===== src/hw/rtl/volume_restriction_3d_top_assert.svh =====
// assertion macros for the volume restriction block
`ifndef VOLUME_RESTRICTION_3D_TOP_ASSERT_SVH
`define VOLUME_RESTRICTION_3D_TOP_ASSERT_SVH

// same-cycle implication, checked outside reset
`define VR3D_ASSERT_NOW(label, clk, rst_n, ante, cons) \
    label: assert property (@(posedge clk) disable iff (!rst_n) (ante) |-> (cons)) \
        else $error("%m: assertion failed");

// next-cycle implication, checked outside reset
`define VR3D_ASSERT_NEXT(label, clk, rst_n, ante, cons) \
    label: assert property (@(posedge clk) disable iff (!rst_n) (ante) |=> (cons)) \
        else $error("%m: assertion failed");

`endif


===== src/hw/rtl/vr3d_pkg.sv =====
// shared types and constants of the volume restriction block
package vr3d_pkg;

    localparam int DIM_W = 10;

    typedef struct packed {
        logic [DIM_W-1:0] fsx;
        logic [DIM_W-1:0] fsy;
        logic [DIM_W-1:0] fsz;
        logic [DIM_W-1:0] cex;
        logic [DIM_W-1:0] cey;
        logic [DIM_W-1:0] cez;
    } vr3d_geom_t;

    typedef enum logic [2:0] {
        B_IDLE,
        B_TAP,
        B_LAST,
        B_PREP,
        B_DIV,
        B_OUT
    } vr3d_state_t;

    localparam logic [2:0] REG_FINE_X   = 3'd0;
    localparam logic [2:0] REG_FINE_Y   = 3'd1;
    localparam logic [2:0] REG_FINE_Z   = 3'd2;
    localparam logic [2:0] REG_COARSE_X = 3'd3;
    localparam logic [2:0] REG_COARSE_Y = 3'd4;
    localparam logic [2:0] REG_COARSE_Z = 3'd5;

    localparam logic [7:0] FINE_RESET   = 8'd128;
    localparam logic [6:0] COARSE_RESET = 7'd64;

endpackage


===== src/hw/rtl/vr3d_fifo.sv =====
// short queue between front and back end
module vr3d_fifo
    import vr3d_pkg::*;
#(
    parameter int EW    = 64,
    parameter int DEPTH = 4
)(
    input  logic                       clk,
    input  logic                       rst_n,
    input  logic                       push,
    input  logic [EW-1:0]              wdata,
    input  logic                       pop,
    output logic [EW-1:0]              rdata,
    output logic                       full,
    output logic                       empty,
    output logic [$clog2(DEPTH+1)-1:0] level
);

    localparam int AW = $clog2(DEPTH);

    logic [EW-1:0]              slot_reg [DEPTH];
    logic [AW-1:0]              wp_reg, rp_reg;
    logic [$clog2(DEPTH+1)-1:0] cnt_reg;

    assign full  = cnt_reg == ($clog2(DEPTH+1))'(DEPTH);
    assign empty = cnt_reg == '0;
    assign level = cnt_reg;
    assign rdata = slot_reg[rp_reg];

    always_ff @(posedge clk)
    begin
        if (push)
        begin
            slot_reg[wp_reg] <= wdata;
        end
    end

    always_ff @(posedge clk or negedge rst_n)
    begin
        if (!rst_n)
        begin
            wp_reg  <= '0;
            rp_reg  <= '0;
            cnt_reg <= '0;
        end
        else
        begin
            if (push)
            begin
                wp_reg <= (wp_reg == AW'(DEPTH - 1)) ? '0 : wp_reg + 1'b1;
            end
            if (pop)
            begin
                rp_reg <= (rp_reg == AW'(DEPTH - 1)) ? '0 : rp_reg + 1'b1;
            end
            if (push && !pop)
            begin
                cnt_reg <= cnt_reg + 1'b1;
            end
            else if (pop && !push)
            begin
                cnt_reg <= cnt_reg - 1'b1;
            end
        end
    end

endmodule


===== config.mk =====
export PLATFORM = sky130hd
export DESIGN_NAME = vr3d_fifo
export DESIGN_NICKNAME = d
export VERILOG_FILES = /design/src/hw/rtl/volume_restriction_3d_top_assert.svh /design/src/hw/rtl/vr3d_pkg.sv /design/src/hw/rtl/vr3d_fifo.sv
export SDC_FILE = /design/constraint.sdc
export NUM_CORES = 1
export LEC_CHECK = 0
export BUFFER_PORTS_ARGS = -buffer_cell sky130_fd_sc_hd__buf_2
export CAP_MARGIN = 5
export CORE_MARGIN = 3
export CORE_UTILIZATION = 60
export DETAILED_ROUTE_END_ITERATION = 10
export GPL_TIMING_DRIVEN = 0
export PLACE_DENSITY = 0.79
export SLEW_MARGIN = 40
export SYNTH_ARGS = -nofsm -noshare
export SYNTH_HDL_FRONTEND = slang
export SYNTH_SLANG_ARGS = --single-unit

===== constraint.sdc =====
create_clock -name clk -period 5.5 [get_ports clk]
set_input_delay 0.55 -clock clk [delete_from_list [all_inputs] [get_ports clk]]
set_output_delay 0.55 -clock clk [all_outputs]
set_load 0.03 [all_outputs]

==> results.cfg <==
[floorplan]
initial_utilization = 0.6229
ioPinCount = 137
coreArea_um2 = 15480
die_y_um = 132.8
rows = 45
die_x_um = 132.8
die-area_um2 = 17630

[finish]
syn_to_final_growth_pct = 21.09
final_nets = 618
largest_register_ffs = 256
utilization = 0.7543
multi_input_area_um2 = 1673
drive_gt1_frac = 0.4813
seq_area_um2 = 7863
antenna_cells = 0
n_fill_cell = 860

[pwr]
comb_power_share = 0.332
total_leakage_power_nw = 4.083
switching_share = 0.3198
p_int_w = 0.004585
power_density_nw_per_um2 = 577.1
seqPwrFrac = 0.395
vdd_ir_drop_max_mv = 0.3072
p_clk_frac = 0.273
p_switching_w = 0.002155

[route]
vias = 4367
wl_per_cell_um = 21.33
drt_pre_antenna_iters = 4
drc = 0
drt_iter0_markers = 263
wirelength_um = 16470
drt-vias-per-instance = 5.657
final_antenna_net_count = 0

[sta]
rsz0062_at_grt = false
setup_tns_ns = 0
hold_violations = 0
fmax_mhz = 377.5
setup_violations = 0
slew_viol_final = 0
min_period_over_period = 0.4816
slew_headroom = 0.5933
layout_setup_ws_ns = 2.851
finClkSkew_ns = 0.01069
tightest_slew_ns = 0.6100
fin_crit_ns = 2.649

[clock_tree]
clock_tree.buffer_depth = 3
cts_tree = done
clk_latency_ns = 0.50
h-tree-depth = 1
clkSinkCount = 263
post_cts_resized = 0
cts_buffers = 25
clk_pin_slew_worst_paths_ns = 0.06
clk_root_buffer_cell = clkbuf_16

[logic_synthesis]
yosysUniqueCellTypes = 19
yosysSeqAreaShare = 0.8152
avgSynthCellArea_um2 = 26.00
yosys-top-cells-area = edfxtp_1, mux4_2, dfrtp_1
synthesis.area_um2 = 9646
yosysWarnings = 0
synthCells = 371
synth_top_cells_by_count = edfxtp_1, mux4_2, dfrtp_1
synth_top_area_cell = edfxtp_1
synth-main-ff-cell = edfxtp_1
netlist.area_leader.share = 0.7970
synth_edf_count = 256
synth.most_common_cell = edfxtp_1
syn_nets = 446
async_flop_share = 0.02662
synth_seq_cells = 263

[setup_path]
arrival_ns = 2.10
path_cells = buf_6, buf_6, mux4_2, buf_2
startpoint_type = flop
worstPathRequired_ns = 4.95
cp_slowest_cell = mux4_2
r2r_cells = 5
path_common_cell = buf_6
critPathCaptureType = output pin
critical_path.max_fanout = 10
slowest_delay_ns = 0.54
crit_type = flop to output pin

[global_route]
overflow = 0
grt_pass1_vias = 4678
grt_max_degree = 29
antenna_found_initial = 1
grt_first_pass_wirelength_um = 26210
grt_usage = 0.1939

[flow_run]
drv_cap = 0

[place]
preCtsSetupSlack_ns = 3.345
dp_hpwl_um = 10110
finalWeightedCongestion = 0.7301
place.port_buffers = 136

[run_status]
outcome = complete, no violations

[hold_path]
hold_depth = 1
hold_path_class = input pin to flop
[cell families after synthesis]
kind of cell | Yosys count | share of synthesized area
flip-flops | 263 | 0.8152
adder cells (fa/ha/maj) | 7 | 0.009858
buffers and inverters | 18 | 0.01245
AO/OA/AOI/OAI | 2 | 0.001038
multiplexers | 67 | 0.1529
AND/OR/NAND/NOR | 11 | 0.005837
XOR/XNOR | 3 | 0.002725
[layout make-up]
class / instances / share of cell area
Tap cell: 211 / 0.02260
Clock buffer: 26 / 0.05388
Buffer: 14 / 0.008998
Timing Repair Buffer: 145 / 0.07349
Multi-Input combinational cell: 90 / 0.1432
Sequential cell: 263 / 0.6732
Clock inverter: 19 / 0.02335
Inverter: 4 / 0.001285
[placed cells by master, fill, tap and decap left out, drive strengths merged]
cell type,n
mux4,64
inv,4
ha,6
mux2,3
nor2,3
clkinvlp,2
edfxtp,256
buf,157
nor3b,1
xor2,2
clkinv,10
bufinv,7
xnor2,1
fa,1
nor3,1
nand2,2
and2,4
dlygate4sd3,1
o21ai,2
clkbuf,27
dfrtp,7
[through the flow]
step | area, um^2 | total power [W] | hold WS, ns | std cells
floorplan | 9646 | 0.004332 | 0.2544 | 371
global placement | 10590 | 0.004902 | 0.3863 | 718
detailed placement | 10770 | 0.004974 | 0.3961 | 726
CTS | 11680 | 0.006828 | 0.2362 | 772
global route | 11680 | 0.007034 | 0.2407 | 772
finish | 11680 | 0.006740 | 0.2590 | 772
[worst paths after layout]
check / startpoint / to / slack, ns
max in group asynchronous: rst_n / wp_reg[1] / 4.93
max: rp_reg[0] / rdata[29] / 2.85
min: wdata[49] / slot_reg[3][49] / 0.26
min in group asynchronous: rst_n / level[0] / 0.41
min reg2reg: level[2] / level[2] / 0.52
max reg2reg: wp_reg[0] / slot_reg[0][24] / 3.71
[what timing repair did]
| action | CTS | global route |
|---|---|---|
| hold buffers | 1 | 0 |
| buffers inserted | 0 | 0 |
| hold endpoints to repair | 7 | 0 |
[per-layer routing]
metal | routed length, um | GRT usage | up-vias | part of all wire
li1 | - | - | 1926 | -
met3 | 1148 | 0.05133 | 27 | 0.070
met1 | 6811 | 0.2720 | 2275 | 0.41
met5 | 13 | 0 | - | 0.00079
met2 | 8201 | 0.3118 | 137 | 0.50
met4 | 291 | 0.04965 | 2 | 0.018
[power by group through the flow]
stage          registers [W]  clock network, W  logic, W
4_1_cts              0.00266           0.00188   0.00229
3_5_place_dp         0.00270                 0   0.00227
3_3_place_gp         0.00272                 0   0.00219
5_1_grt              0.00269           0.00196   0.00238
2_1_floorplan        0.00271                 0   0.00162
6_report             0.00266           0.00184   0.00224
[worst max-delay path: cells and delay by family (launching register included)]
family / cells / cell delay [ns]
mux: 1 / 0.54
flops: 1 / 0.43
buf+inv: 3 / 0.63
No activity file was read; power rests on OpenSTA's default activity.
