<file path="src/hw/rtl/volume_restriction_3d_top_assert.svh">
// assertion macros for the volume restriction block
`ifndef VOLUME_RESTRICTION_3D_TOP_ASSERT_SVH
`define VOLUME_RESTRICTION_3D_TOP_ASSERT_SVH

// same-cycle implication, checked outside reset
`define VR3D_ASSERT_NOW(label, clk, rst_n, ante, cons) \
    label: assert property (@(posedge clk) disable iff (!rst_n) (ante) |-> (cons)) \
        else $error("%m: assertion failed");

// next-cycle implication, checked outside reset
`define VR3D_ASSERT_NEXT(label, clk, rst_n, ante, cons) \
    label: assert property (@(posedge clk) disable iff (!rst_n) (ante) |=> (cons)) \
        else $error("%m: assertion failed");

`endif

</file>
<file path="src/hw/rtl/vr3d_pkg.sv">
// shared types and constants of the volume restriction block
package vr3d_pkg;

    localparam int DIM_W = 10;

    typedef struct packed {
        logic [DIM_W-1:0] fsx;
        logic [DIM_W-1:0] fsy;
        logic [DIM_W-1:0] fsz;
        logic [DIM_W-1:0] cex;
        logic [DIM_W-1:0] cey;
        logic [DIM_W-1:0] cez;
    } vr3d_geom_t;

    typedef enum logic [2:0] {
        B_IDLE,
        B_TAP,
        B_LAST,
        B_PREP,
        B_DIV,
        B_OUT
    } vr3d_state_t;

    localparam logic [2:0] REG_FINE_X   = 3'd0;
    localparam logic [2:0] REG_FINE_Y   = 3'd1;
    localparam logic [2:0] REG_FINE_Z   = 3'd2;
    localparam logic [2:0] REG_COARSE_X = 3'd3;
    localparam logic [2:0] REG_COARSE_Y = 3'd4;
    localparam logic [2:0] REG_COARSE_Z = 3'd5;

    localparam logic [7:0] FINE_RESET   = 8'd128;
    localparam logic [6:0] COARSE_RESET = 7'd64;

endpackage

</file>
<file path="src/hw/rtl/vr3d_front.sv">
// front end: accepts fine beats, tracks position, classifies completing voxels
module vr3d_front
    import vr3d_pkg::*;
#(
    parameter int MAX_FINE_DIM = 128,
    parameter int SAMPLE_BITS  = 32,
    parameter int PW           = 7,
    parameter int EW           = 64
)(
    input  logic                   clk,
    input  logic                   rst_n,
    input  vr3d_geom_t             geom,
    input  logic                   in_valid,
    output logic                   in_ready,
    input  logic [SAMPLE_BITS-1:0] fine_sample,
    input  logic                   full,
    output logic                   push,
    output logic [EW-1:0]          entry
);

    logic [PW-1:0] pos_x_reg, pos_y_reg, pos_z_reg;
    logic [PW-1:0] pos_x_next, pos_y_next, pos_z_next;
    logic [1:0]    zslot_reg, zslot_next;
    logic          wrap_x, wrap_y, wrap_z;
    logic          cmp_x, cmp_y, cmp_z;
    logic          end_x, end_y, end_z;
    logic [DIM_W-1:0] ex, ey, ez;

    assign ex = DIM_W'(pos_x_reg);
    assign ey = DIM_W'(pos_y_reg);
    assign ez = DIM_W'(pos_z_reg);

    assign wrap_x = (ex + 1'b1) >= geom.fsx;
    assign wrap_y = (ey + 1'b1) >= geom.fsy;
    assign wrap_z = (ez + 1'b1) >= geom.fsz;

    // an axis completes on odd positions, or on the high edge, inside the coarse extent
    // a position left past the extent by a size change completes nothing
    assign cmp_x = (pos_x_reg[0] || (ex + 1'b1) == geom.fsx) && (ex < geom.fsx)
                   && ((ex >> 1) < geom.cex);
    assign cmp_y = (pos_y_reg[0] || (ey + 1'b1) == geom.fsy) && (ey < geom.fsy)
                   && ((ey >> 1) < geom.cey);
    assign cmp_z = (pos_z_reg[0] || (ez + 1'b1) == geom.fsz) && (ez < geom.fsz)
                   && ((ez >> 1) < geom.cez);
    assign end_x = (ex >> 1) == (geom.cex - 1'b1);
    assign end_y = (ey >> 1) == (geom.cey - 1'b1);
    assign end_z = (ez >> 1) == (geom.cez - 1'b1);

    assign in_ready = !full;
    assign push     = in_valid && !full;

    assign entry = {fine_sample, pos_x_reg, pos_y_reg, zslot_reg, pos_z_reg[0],
                    PW'(pos_x_reg >> 1), PW'(pos_y_reg >> 1), PW'(pos_z_reg >> 1),
                    cmp_x && cmp_y && cmp_z, end_x && end_y && end_z};

    always_comb
    begin
        pos_x_next = pos_x_reg;
        pos_y_next = pos_y_reg;
        pos_z_next = pos_z_reg;
        zslot_next = zslot_reg;
        if (wrap_x)
        begin
            pos_x_next = '0;
            if (wrap_y)
            begin
                pos_y_next = '0;
                if (wrap_z)
                begin
                    pos_z_next = '0;
                    zslot_next = '0;
                end
                else
                begin
                    pos_z_next = pos_z_reg + 1'b1;
                    zslot_next = (zslot_reg == 2'd2) ? 2'd0 : zslot_reg + 2'd1;
                end
            end
            else
            begin
                pos_y_next = pos_y_reg + 1'b1;
            end
        end
        else
        begin
            pos_x_next = pos_x_reg + 1'b1;
        end
    end

    always_ff @(posedge clk or negedge rst_n)
    begin
        if (!rst_n)
        begin
            pos_x_reg <= '0;
            pos_y_reg <= '0;
            pos_z_reg <= '0;
            zslot_reg <= '0;
        end
        else if (push)
        begin
            pos_x_reg <= pos_x_next;
            pos_y_reg <= pos_y_next;
            pos_z_reg <= pos_z_next;
            zslot_reg <= zslot_next;
        end
    end

endmodule

</file>
<file path="config.mk">
export PLATFORM = sky130hd
export DESIGN_NAME = vr3d_front
export DESIGN_NICKNAME = d
export VERILOG_FILES = /design/src/hw/rtl/volume_restriction_3d_top_assert.svh /design/src/hw/rtl/vr3d_pkg.sv /design/src/hw/rtl/vr3d_front.sv
export SDC_FILE = /design/constraint.sdc
export NUM_CORES = 1
export LEC_CHECK = 0
export ABC_AREA = 1
export BUFFER_PORTS_ARGS = -buffer_cell sky130_fd_sc_hd__buf_2
export CAP_MARGIN = 20
export CORE_ASPECT_RATIO = 1.4
export CORE_MARGIN = 3
export CORE_UTILIZATION = 45
export DETAILED_ROUTE_END_ITERATION = 10
export PLACE_DENSITY = 0.84
export SETUP_SLACK_MARGIN = 0.2
export SLEW_MARGIN = 20
export SYNTH_ARGS = -nofsm -noshare
export SYNTH_HDL_FRONTEND = slang
export SYNTH_SLANG_ARGS = --single-unit
</file>
<file path="constraint.sdc">
create_clock -name clk -period 2.6 [get_ports clk]
set_input_delay 0.52 -clock clk [delete_from_list [all_inputs] [get_ports clk]]
set_output_delay 0.52 -clock clk [all_outputs]
set_load 0.1 [all_outputs]
</file>
==> results of run 1 <==
-- worst max-delay path, stage by stage, from the launching register on --
cell     delay, ns
dfrtp_4       0.43
ha_4          0.14
nand2_2       0.05
inv_2         0.06
nand2_2       0.07
nor3_2        0.14
xor2_1        0.16
inv_1         0.10
ha_4          0.28
nand2_2       0.05
nor2_1        0.12
nand3_1       0.12
nand2_1       0.09
nand3_1       0.08
nor2_1        0.12
nand3_2       0.13
nor2_4        0.16
buf_12        0.18
-- synth_stat cells (2+ instances only) --
cell type / n
nand2_1: 166
inv_1: 103
nor2_1: 90
ha_1: 72
nand3_1: 63
buf_4: 40
dfrtp_1: 23
a21oi_1: 22
o21ai_0: 21
xor2_1: 15
nand4_1: 12
o211ai_1: 8
nor3_1: 7
nor2_2: 3
inv_2: 2
nand3b_1: 2
nor2_4: 2
or2_2: 2
xnor2_1: 2
-- cells in the final DEF (no fill, tap or decap), types with 3 or more instances in the layout --
cell type  count
o211ai_1       8
a21oi_1       22
nand4_1       12
buf_12         7
conb_1         3
nor2_4         7
buf_2         99
inv_1         98
nand2_1      154
nand2_4        3
buf_4         61
nand2_2       11
nor3_1         4
nor2_2         4
o21ai_0       14
nor2_1        85
nor3_2         3
buf_6          5
ha_1          67
inv_2          5
dfrtp_4        6
clkbuf_16      3
xor2_1        15
ha_4           5
nand3_2        7
nand3_1       55
o21ai_1        6
dfrtp_2       15
-- what timing repair did --
| action | CTS | global route |
|---|---|---|
| pin swaps | 26 | 21 |
| resized for setup | 33 | 15 |
| cloned | 2 | 0 |
| setup buffers | 5 | 5 |
| endpoints found under the setup margin | 25 | 25 |
-- power by group --
group / leakage [nW] / switching, mW / internal, mW / total [mW]
logic: 2.90 / 1.38 / 0.635 / 2.02
registers: 0.278 / 0.0537 / 0.427 / 0.481
clock network: 0.0409 / 0.138 / 0.207 / 0.346
total: 3.21 / 1.57 / 1.27 / 2.84
-- final cells by class --
class	count	area share, %
clock buffer	3	1.362
timing repair buffer	172	20.86
sequential	23	11.19
clock inverter	1	0.09081
inverter	105	7.264
tap	105	2.384
multi-input combinational	503	56.84
-- routing by layer --
metal / routed length, um / vias up / share of wire (%) / global-route usage (%)
met3: 579 / 36 / 5.0 / 2.404
met4: 413 / 0 / 3.5 / 8.925
met1: 4440 / 2058 / 38 / 23.68
met5: 0 / - / 0 / 0
met2: 6234 / 120 / 53 / 41.93
li1: - / 2380 / - / -
-- per-stage QoR --
| stage | hold slack (ns) | power [mW] | TNS, ns | area [um^2] |
|---|---|---|---|---|
| after floorplan | 0.2244 | 1.953 | -1.107 | 4270 |
| after global placement | 0.4984 | 2.224 | -0.2595 | 5110 |
| after detailed placement | 0.5111 | 2.253 | -0.3140 | 5110 |
| after CTS | 0.2586 | 2.723 | -0.6493 | 5380 |
| after global routing | 0.2749 | 3.027 | -4.786 | 5512 |
| final | 0.2444 | 2.844 | -1.352 | 5512 |
-- final timing paths --
path	startpoint	slack [ns]	to
min in group clk	zslot_reg[1]	0.53	zslot_reg[1]
max in group asynchronous	rst_n	1.93	pos_z_reg[5]
max reg2reg	pos_x_reg[0]	-0.08	pos_z_reg[4]
min reg2reg	zslot_reg[1]	0.53	zslot_reg[1]
max	pos_x_reg[0]	-0.65	entry[1]
min	rst_n	0.24	pos_y_reg[4]
-- kinds of logic after synthesis --
logic type | count (synthesis) | synth area share (%)
and+or+nand+nor | 355 | 36.78
buffers and inverters | 147 | 16.89
adders and majority gates | 72 | 21.63
AOI/OAI and AO/OA | 54 | 7.212
DFF | 23 | 13.82
xor gates and xnor gates | 17 | 3.576
other | 1 | 0.09006
==> qor.csv, run 1 <==
stage,metric,value,unit
outcome,status,finished with violations,
outcome,failed_checks,negative setup slack,
drt,wl,11670,um
clocking,cts.clk_slew.worst_paths,0.07,ns
synthesis,ys.flop_type,dfrtp_1,
synthesis,synth_cell_types,33,
global_route,grt_max_degree,24,
drt,drcViolationCount,0,
clocking,cts_root_buf,clkbuf_16,
global_route,overflow,0,
placed_design,portBuffers,102,
critical_path,start_kind,flop,
pwr,irDropWorstVdd,0.0007924,V
placed_design,place_hpwl,9318,um
floorplanning,design.portCount,162,
critical_path,worstSetupEndpointType,primary output,
cells_and_area,ff_latch_area,616.8,um^2
clocking,cts_sinks,23,
drt,firstDrtPassIters,4,
synthesis,yosys_warnings,0,
synthesis,synth-seq-cells,23,
cells_and_area,n_fill_cell,807,
sta,setup_viol,11,
cells_and_area,stdcell_count,912,
global_route,grt_first_pass_wirelength,18950,um
critical_path,cp_max_fo,2,
synthesis,synth_top_cell_by_area,ha_1,
synthesis,ys_top_cells_by_area,"ha_1, nand2_1, dfrtp_1, inv_1, nor2_1",
drt,drtIter0Drc,227,
synthesis,syn_avg_cell_area,6.224,um^2
sta,period_needed,3.249,ns
critical_path,worstRegToRegCells,17,
synthesis,ys_async_sr_fraction,100.0,%
floorplanning,die_h,119.8,um
critical_path,worstSetupPathType,reg2out,
sta,min_period_over_period,125.0,%
cells_and_area,area_growth,32.36,%
drt,wl_per_cell,12.79,um
floorplanning,die_area,10460,um^2
critical_path,worstPathArrival,2.73,ns
synthesis,synth_edf_count,0,
floorplanning,fp-row-count,40,
drt,vias_per_cell,5.037,
synthesis,yosys.area.top_type_share,21.63,%
sta,max_freq,307.8,MHz
clocking,tritoncts,done,
clocking,clk_path_buf_depth,2,
global_route,grt_util_all_layers,22.00,%
critical_path,cp.required,2.08,ns
placed_design,gp_routability_congestion,0.9391,
cells_and_area,layout-drive-gt1-share,31.23,%
floorplanning,start_util,47.27,%
clocking,h-tree-depth,1,
sta,fin_worst_skew,0.004724,ns
sta,hold_viol_final,0,
sta,setup_slack,-0.6492,ns
clocking,cts_hold_buf,0,
clocking,cts_buffers,3,
cells_and_area,post-route-util,62.57,%
clocking,clkLatencyLatePin,0.26,ns
synthesis,synth_cells,669,
pwr,power.density,516.1,nW/um^2
worst_hold_path,holdCritPathClass,in2async,
synthesis,ys_seq_area_share,13.82,%
pwr,p_leak,3.214,nW
run,cap_violations,0,
global_route,grt_pass1_vias,4410,
drt,ant_nets,0,
sta,slew_violations,0,
sta,tightest_slew,0.5594,ns
drt,num_vias,4594,
placed_design,dp_slack,-0.3140,ns
global_route,grt_antenna_before_repair,0,
sta,rsz0062_at_grt,yes,
cells_and_area,multiInputGateArea,3133,um^2
cells_and_area,nets,976,
floorplanning,core,8808,um^2
cells_and_area,diodes,0,
synthesis,netlist_area,4164,um^2
placed_design,dpl.cell_count,896,
sta,slew_headroom,62.71,%
floorplanning,die_w,87.30,um
Note: power is estimated with default switching activity, not from simulation.
==> run 2, diff against run 1 <==
clock period = 3.5 ns   (was 2.6 ns; I/O delays follow)
==> run 2 against run 1 <==
The flow now finishes without violations. Routed wire length down 9.6%. Die area unchanged. Sequential power down 24%. Combinational power down 41%. Global-route usage down 2.8 points. Core utilization down 8.3 points. First-iteration DRC count down 28%. Largest cell class unchanged. Largest power group unchanged.
==> qor.csv, run 2 (synthesis results as in run 1) <==
stage,metric,value,unit,change
clocking,cts_sinks,23,,unchanged
cells_and_area,final_area,4777,um^2,was 5512 um^2
critical_path,worstPathArrival,2.59,ns,was 2.73 ns
placed_design,dpl.cell_count,838,,was 896
drt,wl_per_cell,12.38,um,was 12.79 um
sta,slew_violations,0,,unchanged
drt,firstDrtPassIters,4,,unchanged
cells_and_area,post-route-util,54.23,%,was 62.57%
worst_hold_path,holdCritPathClass,in2async,,unchanged
sta,setup_viol,0,,was 11
drt,num_vias,4337,,was 4594
clocking,tritoncts,done,,unchanged
drt,vias_per_cell,5.090,,was 5.037
placed_design,portBuffers,102,,unchanged
global_route,grt_antenna_before_repair,0,,unchanged
global_route,grt_util_all_layers,19.17,%,was 22.00%
floorplanning,core,8808,um^2,unchanged
critical_path,worstSetupPathType,reg2out,,unchanged
clocking,clk_path_buf_depth,2,,unchanged
clocking,cts_hold_buf,0,,unchanged
drt,drtIter0Drc,164,,was 227
clocking,h-tree-depth,1,,unchanged
sta,rsz0062_at_grt,yes,,unchanged
cells_and_area,stdcell_count,852,,was 912
placed_design,dp_slack,0.3220,ns,was -0.3140 ns
run,cap_violations,0,,unchanged
pwr,comb_power_share,65.9,%,was 70.9%
clocking,cts_root_buf,clkbuf_16,,unchanged
critical_path,cp_max_fo,2,,unchanged
pwr,p_clk_share,14.0,%,was 12.2%
floorplanning,die_area,10460,um^2,unchanged
pwr,netSwitchingFraction,58.36,%,was 55.36%
sta,tightest_slew,0.5573,ns,was 0.5594 ns
cells_and_area,diodes,0,,unchanged
pwr,power.switching,1.065,mW,was 1.575 mW
pwr,p_leak,2.885,nW,was 3.214 nW
sta,max_freq,303.9,MHz,
pwr,irDropWorstVdd,0.0004975,V,was 0.0007924 V
sta,period_needed,3.290,ns,
cells_and_area,mostFrequentLayoutCells,"nand2_1, inv_1, buf_2",,"was nand2_1, buf_2, inv_1"
floorplanning,design.portCount,162,,unchanged
critical_path,worstSetupEndpointType,primary output,,unchanged
clocking,cts_buffers,3,,unchanged
cells_and_area,layout_commonest_cell,nand2_1,,unchanged
pwr,seqPwrFrac,20.1,%,was 16.9%
cells_and_area,n_fill_cell,885,,was 807
sta,hold_viol_final,0,,unchanged
pwr,power.density,382.0,nW/um^2,was 516.1 nW/um^2
outcome,status,"finished, final reports clean",,was finished with violations
global_route,grt_first_pass_wirelength,16440,um,was 18950 um
sta,min_period_over_period,94.01,%,
critical_path,cp.required,2.80,ns,was 2.08 ns
placed_design,gp_routability_congestion,0.9267,,was 0.9391
pwr,p_int,759.8,uW,was 1.270 mW
sta,slew_headroom,62.85,%,was 62.71%
clocking,cts.clk_slew.worst_paths,0.06,ns,was 0.07 ns
drt,drcViolationCount,0,,unchanged
cells_and_area,area_growth,14.72,%,was 32.36%
cells_and_area,layout-drive-gt1-share,21.42,%,was 31.23%
drt,wl,10540,um,was 11670 um
drt,ant_nets,0,,unchanged
pwr,totalPowerFinal,1.825,mW,was 2.844 mW
clocking,clkLatencyLatePin,0.26,ns,about the same
sta,fin_worst_skew,0.002746,ns,was 0.004724 ns
floorplanning,start_util,47.27,%,unchanged
floorplanning,die_h,119.8,um,unchanged
global_route,overflow,0,,unchanged
placed_design,place_hpwl,8623,um,was 9318 um
critical_path,start_kind,flop,,unchanged
sta,setup_slack,0.2098,ns,was -0.6492 ns
sta,tns,0,ns,was -1.352 ns
global_route,grt_max_degree,24,,unchanged
placed_design,dpl_cell_area,4563,um^2,was 5110 um^2
global_route,grt_pass1_vias,3792,,was 4410
cells_and_area,nets,916,,was 976
sta,whs,0.4234,ns,was 0.2444 ns
floorplanning,die_w,87.30,um,unchanged
floorplanning,fp-row-count,40,,unchanged
==> run 2: changes by cell type in the layout (fill, tap and decap cells not counted), sizes merged <==
cell and change:
nand2 -1, clkinvlp -1, buf -58, inv +1, nor2 -1
==> run 2: path summary, 6_finish.rpt <==
path / from / to / slack (ns) / cells past startpoint
hold reg to reg: zslot_reg[1] / zslot_reg[1] / 0.52 / 2
min in group clk: zslot_reg[1] / zslot_reg[1] / 0.52 / 2
setup reg to reg: pos_x_reg[0] / pos_y_reg[3] / 0.99 / 16
setup / recovery: pos_x_reg[0] / entry[1] / 0.21 / 17
max in group asynchronous: rst_n / pos_z_reg[2] / 2.67 / 1
hold / removal: rst_n / pos_y_reg[4] / 0.42 / 1
==> run 2: area by class of cell <==
type	instances	area (um^2)	share of cell area, %
Multi-Input combinational cell	501	2962	62.00
Sequential cell	23	594.3	12.44
Inverter	105	394.1	8.250
Clock inverter	1	5.005	0.1048
Clock buffer	3	75.07	1.572
Tap cell	105	131.4	2.750
Timing Repair Buffer	114	615.6	12.89
==> run 2: worst max-delay path: stages, from the launching register on <==
cell and delay, ns:
dfrtp_2 0.36, ha_1 0.17, nand2_1 0.07, inv_1 0.08, nand2_2 0.07, nor3_2 0.13
xor2_1 0.16, inv_1 0.08, ha_1 0.29, nand2_1 0.05, nor2_1 0.07, nand3_1 0.08
nand2_1 0.08, nand3_1 0.09, nor2_2 0.12, nand3_2 0.12, nor2_4 0.13, buf_12 0.18
==> run 2: metal layers <==
layer | vias up | track usage [%] | routed length, um
met3 | 30 | 1.923 | 588
met1 | 1921 | 21.45 | 4120
li1 | 2257 | - | -
met2 | 129 | 36.18 | 5570
met4 | 0 | 6.910 | 265
met5 | - | 0 | 0
==> run 2: power groups by stage <==
stage / logic [mW] / clock network, mW / registers (mW)
3_5_place_dp: 1.10 / 0 / 0.401
4_1_cts: 1.18 / 0.258 / 0.369
2_1_floorplan: 0.789 / 0 / 0.637
3_3_place_gp: 1.08 / 0 / 0.400
5_1_grt: 1.30 / 0.269 / 0.372
6_report: 1.20 / 0.255 / 0.367
==> run 2: timing repair <==
action                                  CTS  global route
buffers inserted                          5             5
pin swaps                                 0             1
endpoints found under the setup margin    1             1
gates resized for setup                   5             7
